$ cat src/spq_pkg.sv
// ----------------------------------------------------------------------------
// spq_pkg: shared types and codes for the sorted priority queue
// Holds the operation and status codes, the per-cell command and the
// compare flags that each cell reports to the top level.
// ----------------------------------------------------------------------------
`default_nettype none

package spq_pkg;

  // Width of the data word carried by each entry
  localparam int DATA_W = 32;

  // Operation codes on the mode field
  localparam logic MODE_INSERT = 1'b0;
  localparam logic MODE_DELETE = 1'b1;

  // Result status codes
  typedef logic [1:0] status_t;
  localparam status_t ST_INSERTED = 2'd0;
  localparam status_t ST_DELETED  = 2'd1;
  localparam status_t ST_MISSING  = 2'd2;
  localparam status_t ST_FULL     = 2'd3;

  // Command broadcast to every cell in the cycle an item is applied
  typedef struct packed {
    logic ins;   // insert goes ahead (queue not full)
    logic del;   // delete goes ahead (key found)
  } cmd_t;

  // Compare flags that each cell reports against the broadcast key
  typedef struct packed {
    logic le;    // occupied and priority <= key
    logic lt;    // occupied and priority <  key
    logic eq;    // occupied and priority == key
    logic hit;   // first occupied cell whose priority equals the key
  } flags_t;

endpackage

`default_nettype wire

$ cat src/spq_cell.sv
// ----------------------------------------------------------------------------
// spq_cell: one slot of the sorted queue
// Holds one entry, compares its priority with the broadcast key, and on an
// insert or delete either keeps its entry, takes the new entry, or takes the
// entry of its left or right neighbor.
// ----------------------------------------------------------------------------
`default_nettype none

module spq_cell #(
  parameter int PRIORITY_BITS = 8
) (
  input  wire                           clk,
  input  wire spq_pkg::cmd_t            cmd,
  input  wire [spq_pkg::DATA_W-1:0]     new_data,
  input  wire [PRIORITY_BITS-1:0]       key,
  input  wire                           occ,
  input  wire                           left_le,
  input  wire                           left_eq,
  input  wire [spq_pkg::DATA_W-1:0]     left_data,
  input  wire [PRIORITY_BITS-1:0]       left_prio,
  input  wire [spq_pkg::DATA_W-1:0]     right_data,
  input  wire [PRIORITY_BITS-1:0]       right_prio,
  output logic [spq_pkg::DATA_W-1:0]    data,
  output logic [PRIORITY_BITS-1:0]      prio,
  output spq_pkg::flags_t               flags
);

  import spq_pkg::*;

  // Compare the held entry against the key
  always_comb begin
    flags.le  = occ && (prio <= key);
    flags.lt  = occ && (prio <  key);
    flags.eq  = occ && (prio == key);
    flags.hit = flags.eq && !left_eq;
  end

  // Update the slot: keep, take new entry, shift right on insert, shift left on delete
  always_ff @(posedge clk) begin
    if (cmd.ins && !flags.le) begin
      if (left_le) begin
        data <= new_data;
        prio <= key;
      end else begin
        data <= left_data;
        prio <= left_prio;
      end
    end else if (cmd.del && !flags.lt) begin
      data <= right_data;
      prio <= right_prio;
    end
  end

endmodule

`default_nettype wire

$ cat src/sorted_priority_queue.sv
// The queue takes one item per clock cycle and returns one result item for
// each; the result sits in an output register, so a new item is accepted
// whenever that register is empty or is being taken in the same cycle. The
// entries live in a row of CAPACITY cells that all compare the key at once;
// the path that sets the clock is that compare followed by the OR over all
// cells that finds the key and picks the removed data. Storage starts
// empty after reset with no clearing pass.
// ----------------------------------------------------------------------------
// sorted_priority_queue: sorted-list priority queue built from a cell chain
// Inserts keep ascending priority with FIFO order among equal priorities;
// deletes remove the first entry whose priority equals the key.
// ----------------------------------------------------------------------------
`default_nettype none

module sorted_priority_queue #(
  parameter int CAPACITY      = 16,
  parameter int PRIORITY_BITS = 8,
  localparam int CNT_W        = $clog2(CAPACITY + 1)
) (
  input  wire                                 clk,
  input  wire                                 rst,
  input  wire                                 in_valid,
  output logic                                in_stall,
  input  wire                                 mode,
  input  wire signed [spq_pkg::DATA_W-1:0]    item_data,
  input  wire [PRIORITY_BITS-1:0]             item_priority,
  output logic                                out_valid,
  input  wire                                 out_stall,
  output spq_pkg::status_t                    status,
  output logic signed [spq_pkg::DATA_W-1:0]   removed_data,
  output logic [CNT_W-1:0]                    entry_count
);

  import spq_pkg::*;

  logic [CNT_W-1:0]    count;
  logic [CNT_W-1:0]    count_next;
  logic                accept;
  logic                full;
  logic                found;
  cmd_t                cmd;
  status_t             status_next;
  logic [DATA_W-1:0]   removed_next;

  logic [DATA_W-1:0]        cell_data  [CAPACITY];
  logic [PRIORITY_BITS-1:0] cell_prio  [CAPACITY];
  flags_t                   cell_flags [CAPACITY];
  logic [CAPACITY-1:0]      occ;

  // Accept when the result register is free or emptying
  assign in_stall = out_valid && out_stall;
  assign accept   = in_valid && !in_stall;
  assign full     = (count == CNT_W'(CAPACITY));

  // Build the cell chain
  for (genvar i = 0; i < CAPACITY; i++) begin : g_cell
    logic                     l_le;
    logic                     l_eq;
    logic [DATA_W-1:0]        l_data;
    logic [PRIORITY_BITS-1:0] l_prio;
    logic [DATA_W-1:0]        r_data;
    logic [PRIORITY_BITS-1:0] r_prio;

    assign occ[i] = (count > CNT_W'(i));

    if (i == 0) begin : g_head
      assign l_le   = 1'b1;
      assign l_eq   = 1'b0;
      assign l_data = item_data;
      assign l_prio = item_priority;
    end else begin : g_body
      assign l_le   = cell_flags[i-1].le;
      assign l_eq   = cell_flags[i-1].eq;
      assign l_data = cell_data[i-1];
      assign l_prio = cell_prio[i-1];
    end

    if (i == CAPACITY - 1) begin : g_tail
      assign r_data = cell_data[i];
      assign r_prio = cell_prio[i];
    end else begin : g_inner
      assign r_data = cell_data[i+1];
      assign r_prio = cell_prio[i+1];
    end

    spq_cell #(
      .PRIORITY_BITS(PRIORITY_BITS)
    ) u_cell (
      .clk       (clk),
      .cmd       (cmd),
      .new_data  (item_data),
      .key       (item_priority),
      .occ       (occ[i]),
      .left_le   (l_le),
      .left_eq   (l_eq),
      .left_data (l_data),
      .left_prio (l_prio),
      .right_data(r_data),
      .right_prio(r_prio),
      .data      (cell_data[i]),
      .prio      (cell_prio[i]),
      .flags     (cell_flags[i])
    );
  end

  // Gather the key match and the data of the first matching cell
  always_comb begin
    found        = 1'b0;
    removed_next = '0;
    for (int i = 0; i < CAPACITY; i++) begin
      found        = found | cell_flags[i].eq;
      removed_next = removed_next | ({DATA_W{cell_flags[i].hit}} & cell_data[i]);
    end
  end

  // Decide the operation and its result
  always_comb begin
    cmd.ins     = 1'b0;
    cmd.del     = 1'b0;
    count_next  = count;
    status_next = ST_INSERTED;
    if (mode == MODE_INSERT) begin
      if (full) begin
        status_next = ST_FULL;
      end else begin
        cmd.ins     = accept;
        count_next  = count + CNT_W'(1);
        status_next = ST_INSERTED;
      end
    end else begin
      if (found) begin
        cmd.del     = accept;
        count_next  = count - CNT_W'(1);
        status_next = ST_DELETED;
      end else begin
        status_next = ST_MISSING;
      end
    end
  end

  // Hold the fill count and the result valid flag
  always_ff @(posedge clk) begin
    if (rst) begin
      count     <= '0;
      out_valid <= 1'b0;
    end else begin
      if (accept) begin
        count     <= count_next;
        out_valid <= 1'b1;
      end else if (!out_stall) begin
        out_valid <= 1'b0;
      end
    end
  end

  // Load the result register
  always_ff @(posedge clk) begin
    if (accept) begin
      status       <= status_next;
      removed_data <= (status_next == ST_DELETED) ? removed_next : '0;
      entry_count  <= count_next;
    end
  end

endmodule

`default_nettype wire

$ cat config.mk
export PLATFORM = sky130hd
export DESIGN_NAME = sorted_priority_queue
export DESIGN_NICKNAME = d
export VERILOG_FILES = /design/src/spq_pkg.sv /design/src/spq_cell.sv /design/src/sorted_priority_queue.sv
export SDC_FILE = /design/constraint.sdc
export NUM_CORES = 2
export LEC_CHECK = 0
export ABC_AREA = 1
export BUFFER_PORTS_ARGS = -buffer_cell sky130_fd_sc_hd__buf_2
export CORE_MARGIN = 2
export CORE_UTILIZATION = 40
export CTS_CLUSTER_DIAMETER = 200
export CTS_CLUSTER_SIZE = 20
export DETAILED_ROUTE_END_ITERATION = 10
export HOLD_SLACK_MARGIN = 0.12
export SYNTH_ARGS = -nofsm -noshare
export SYNTH_HDL_FRONTEND = slang
export SYNTH_SLANG_ARGS = --single-unit
$ cat constraint.sdc
create_clock -name clk -period 10.45 [get_ports clk]
set_input_delay 0 -clock clk [delete_from_list [all_inputs] [get_ports clk]]
set_output_delay 0 -clock clk [all_outputs]
set_load 0.01 [all_outputs]
==> summary.txt <==
Setup path
  – Kind of critical path: primary input to register
  – R2R Setup Slk: between 5000 and 6000 ps
  – Critical path required time: 10700 ps
  – R2r worst-path depth: 12
  – Arrival time at the worst endpoint: 5090 ps
  – Critical Path Source Type: primary input
  – Critical Path Sink Type: register
  – CP max stage delay: ~650 ps
  – Critical path cell sequence: dlygate4sd3_1 > buf_2 > inv_1 > buf_4 > ha_1 > nand2_1 > nor2_1 > nand2_1 > nor2_1 > a21oi_1 > nand2_1 > nor2_2 > nand2_2 > nand2_4 > nor2_4 > inv_1 > o22ai_4 > buf_4
  – Crit-path slowest cell: buf_4
  – Most frequent CP cell: nand2_1
  – Crit Path Max Fanout: 37

Layout
  – Syn-to-layout area delta: 7.39%
  – Nets: ~4900
  – Fillers: just over 10000
  – Final instance area: between 0.04 and 0.05 sq mm
  – Share of cells above drive strength 1: 6.20%
  – Layout Cells excl Fill: 6149
  – Util after Layout: between 40 and 50%

Floorplan
  – Die Ht: about 320 um
  – Num rows: 117
  – Io pins: 86
  – Core area: about 0.10 sq mm
  – Die Area: approximately 0.10 sq mm
  – Die X: approximately 320 um
  – Initial Util: slightly above 40%

STA
  – Clk_skew: 49.3 ps
  – Setup TNS: 0 ps
  – Final hold vios: 0
  – Max Slew Vio Count: 0
  – Tcrit/Tclk final: approximately 46%
  – Setup Viol. Count Final: 0
  – Slew margin rel.: between 10% and 20%
  – Worst Max-Slew Pin Slew: ~1300 ps
  – Unrepaired setup endpoints after global routing: no
  – Max Freq: 206 MHz
  – Final min period: slightly below 5000 ps

Logic synthesis
  – Post-synthesis mux area share: 0%
  – Avg Inst Size Synth: 8.39 sq um
  – Yosys reg bits: around 700
  – Simple-Gate Fraction of Synth Area: 15.8%
  – Main area contributors after synthesis: edfxtp_1 50%, nand2_1 10%, o21ai_0 8.7%
  – Largest family of logic cells by synthesized area: compound AO/OA/AOI/OAI gates
  – Mapped Cells: 4860
  – Most common cell in the synthesized netlist: nand2_1
  – Sequential share of the synthesized area: between 50% and 60%
  – Compound-Gate Fraction of Synth Area: 21.0%
  – Syn_nets: 5039
  – Top cell types by occurrence after synthesis: 1134 x nand2_1, 713 x o21ai_0, 679 x edfxtp_1
  – Top FF cell, synth: edfxtp_1
  – Synthesized cell area: between 0.04 and 0.05 sq mm
  – Synth Area in Adders: 4.11%
  – Post-synth ARST share: 0%
  – Post-synth EDFFs: around 680
  – Yosys cell types: 36
  – Post-Synth XOR/XNOR Area: less than 1%
  – Cell taking the most area after synthesis: edfxtp_1
  – Synth top area share: about half
  – Synth warn: 0

Job
  – Max-cap violations: 0

Route
  – Routed WL per cell: 25.9 um
  – Drt drc: 0
  – Routed vias/inst: ~6.0
  – Number of DRC markers in iteration 0: approximately 5400
  – ANT nets after route: 0
  – Total Wirelength: between 150 and 200 mm
  – Drt first pass iters: 6
  – Via count: approximately 37000

GRT
  – GRT Overall Usage: a little under a third
  – Largest net degree at the start of global routing: between 80 and 90
  – First-pass GRT wire length: 232 mm
  – Initial antenna violation count: 10
  – Vias in the first global route: about 34000
  – Total global routing overflow: 0

Place
  – Placed Instance Area: 0.0423 sq mm
  – Dpl cells: 6053
  – Port buffer count: 85
  – Post-detail-place hpwl: around 96 mm
  – GP Congestion: ~0.9

Power and ir drop
  – Static leakage: roughly 17 nW
  – Total chip power: between 6 and 7 mW
  – VDD IR max: roughly 0.00012 V
  – Power per cell area: approximately 150 mW/mm^2

Clock tree
  – Post-CTS Setup Bufs: 0
  – CTS sink count: around 690
  – Hold buffers post-CTS: 42
  – Clock transition at the registers of the reported paths: roughly 100 ps
  – Clk_lat worst skew: around 650 ps
  – # resized after CTS: 0
  – CTS tree: yes
  – TritonCTS Buffers: 40
  – Clk buf depth: 3
  – CTS H-Tree Depth: 2
  – CTS Root Cell: clkbuf_16

Hold path
  – Worst Hold Depth: 4
  – Hold Path Class: primary input to register

Run status
  – Status: finished clean
-- cell type report --
type / count / area [sq um] / share of cell area [%]
Clock inverter: 3 / 41.3 / 0.0943
Clock buffer: 45 / 1020 / 2.33
Sequential cell: 685 / 20500 / 46.8
Inverter: 563 / 2120 / 4.83
Timing Repair Buffer: 202 / 1410 / 3.22
Antenna cell: 6 / 15.0 / 0.0343
Multi-Input combinational cell: 3277 / 17000 / 38.8
Tap cell: 1368 / 1710 / 3.91
-- through the flow --
stage,setup WS [ps],hold slack (ps)
after floorplan,4660,69.1
after global placement,5670,247
after detailed placement,5590,252
after CTS,5550,153
after global routing,5360,193
final,5600,135
-- where the power goes --
part	switching, mW	internal, mW	total [mW]
clock	0.987	0.701	1.69
sequential	0.112	3.30	3.41
combinational	1.01	0.328	1.34
-- final timing paths --
path                             startpoint                         end
setup reg to reg                  out_valid   g_cell[2].u_cell.data[16]
hold / removal                     in_valid              entry_count[2]
hold reg to reg   g_cell[9].u_cell.data[19]   g_cell[8].u_cell.data[19]
setup / recovery           item_priority[5]  g_cell[13].u_cell.data[29]
-- cells by family after synthesis --
kind of cell | after synthesis
DFF | 685
xor gates and xnor gates | 4
AOI/OAI and AO/OA | 1495
and+or+nand+nor | 1644
buffers and inverters | 898
adders and majority gates | 134
-- flip-flops by register name (all words and copies together), names as in the netlist --
register            flops
g_cell.u_cell.prio    128
entry_count             5
count                   5
g_cell.u_cell.data    512
removed_data           32
out_valid               1
status                  2
-- metal layers --
metal  vias up  wire length, um  global-route usage [%]
li1      16500                -                       -
met3       394            18500                    6.17
met1     17700            63600                    40.8
met4         6             6460                    11.9
met5         -               41                   0.231
met2      2330            70900                    47.1
-- cells in the final DEF, fill, tap and decap left out, types with 40 or more instances in the layout --
| cell type | netlist | layout |
|---|---|---|
| o22ai_1 | 96 | 94 |
| clkbuf_16 | 0 | 40 |
| o21ai_1 | 90 | 90 |
| buf_4 | 9 | 75 |
| nand3_1 | 118 | 118 |
| nand2_1 | 1134 | 1104 |
| nor2_1 | 358 | 348 |
| o21ai_0 | 713 | 712 |
| a21oi_1 | 236 | 236 |
| ha_1 | 134 | 134 |
| inv_1 | 545 | 535 |
| edfxtp_1 | 679 | 679 |
| dlygate4sd3_1 | 0 | 42 |
| buf_2 | 96 | 85 |
| o211ai_1 | 277 | 277 |
| a22oi_1 | 40 | 40 |
-- critical path: cells and delay by family --
family	cells	cell delay, ps
buf+inv	6	2280
simple gates	9	1850
compound gates	2	530
fa+ha+maj	1	340
Power figures use the tool's default switching activity.
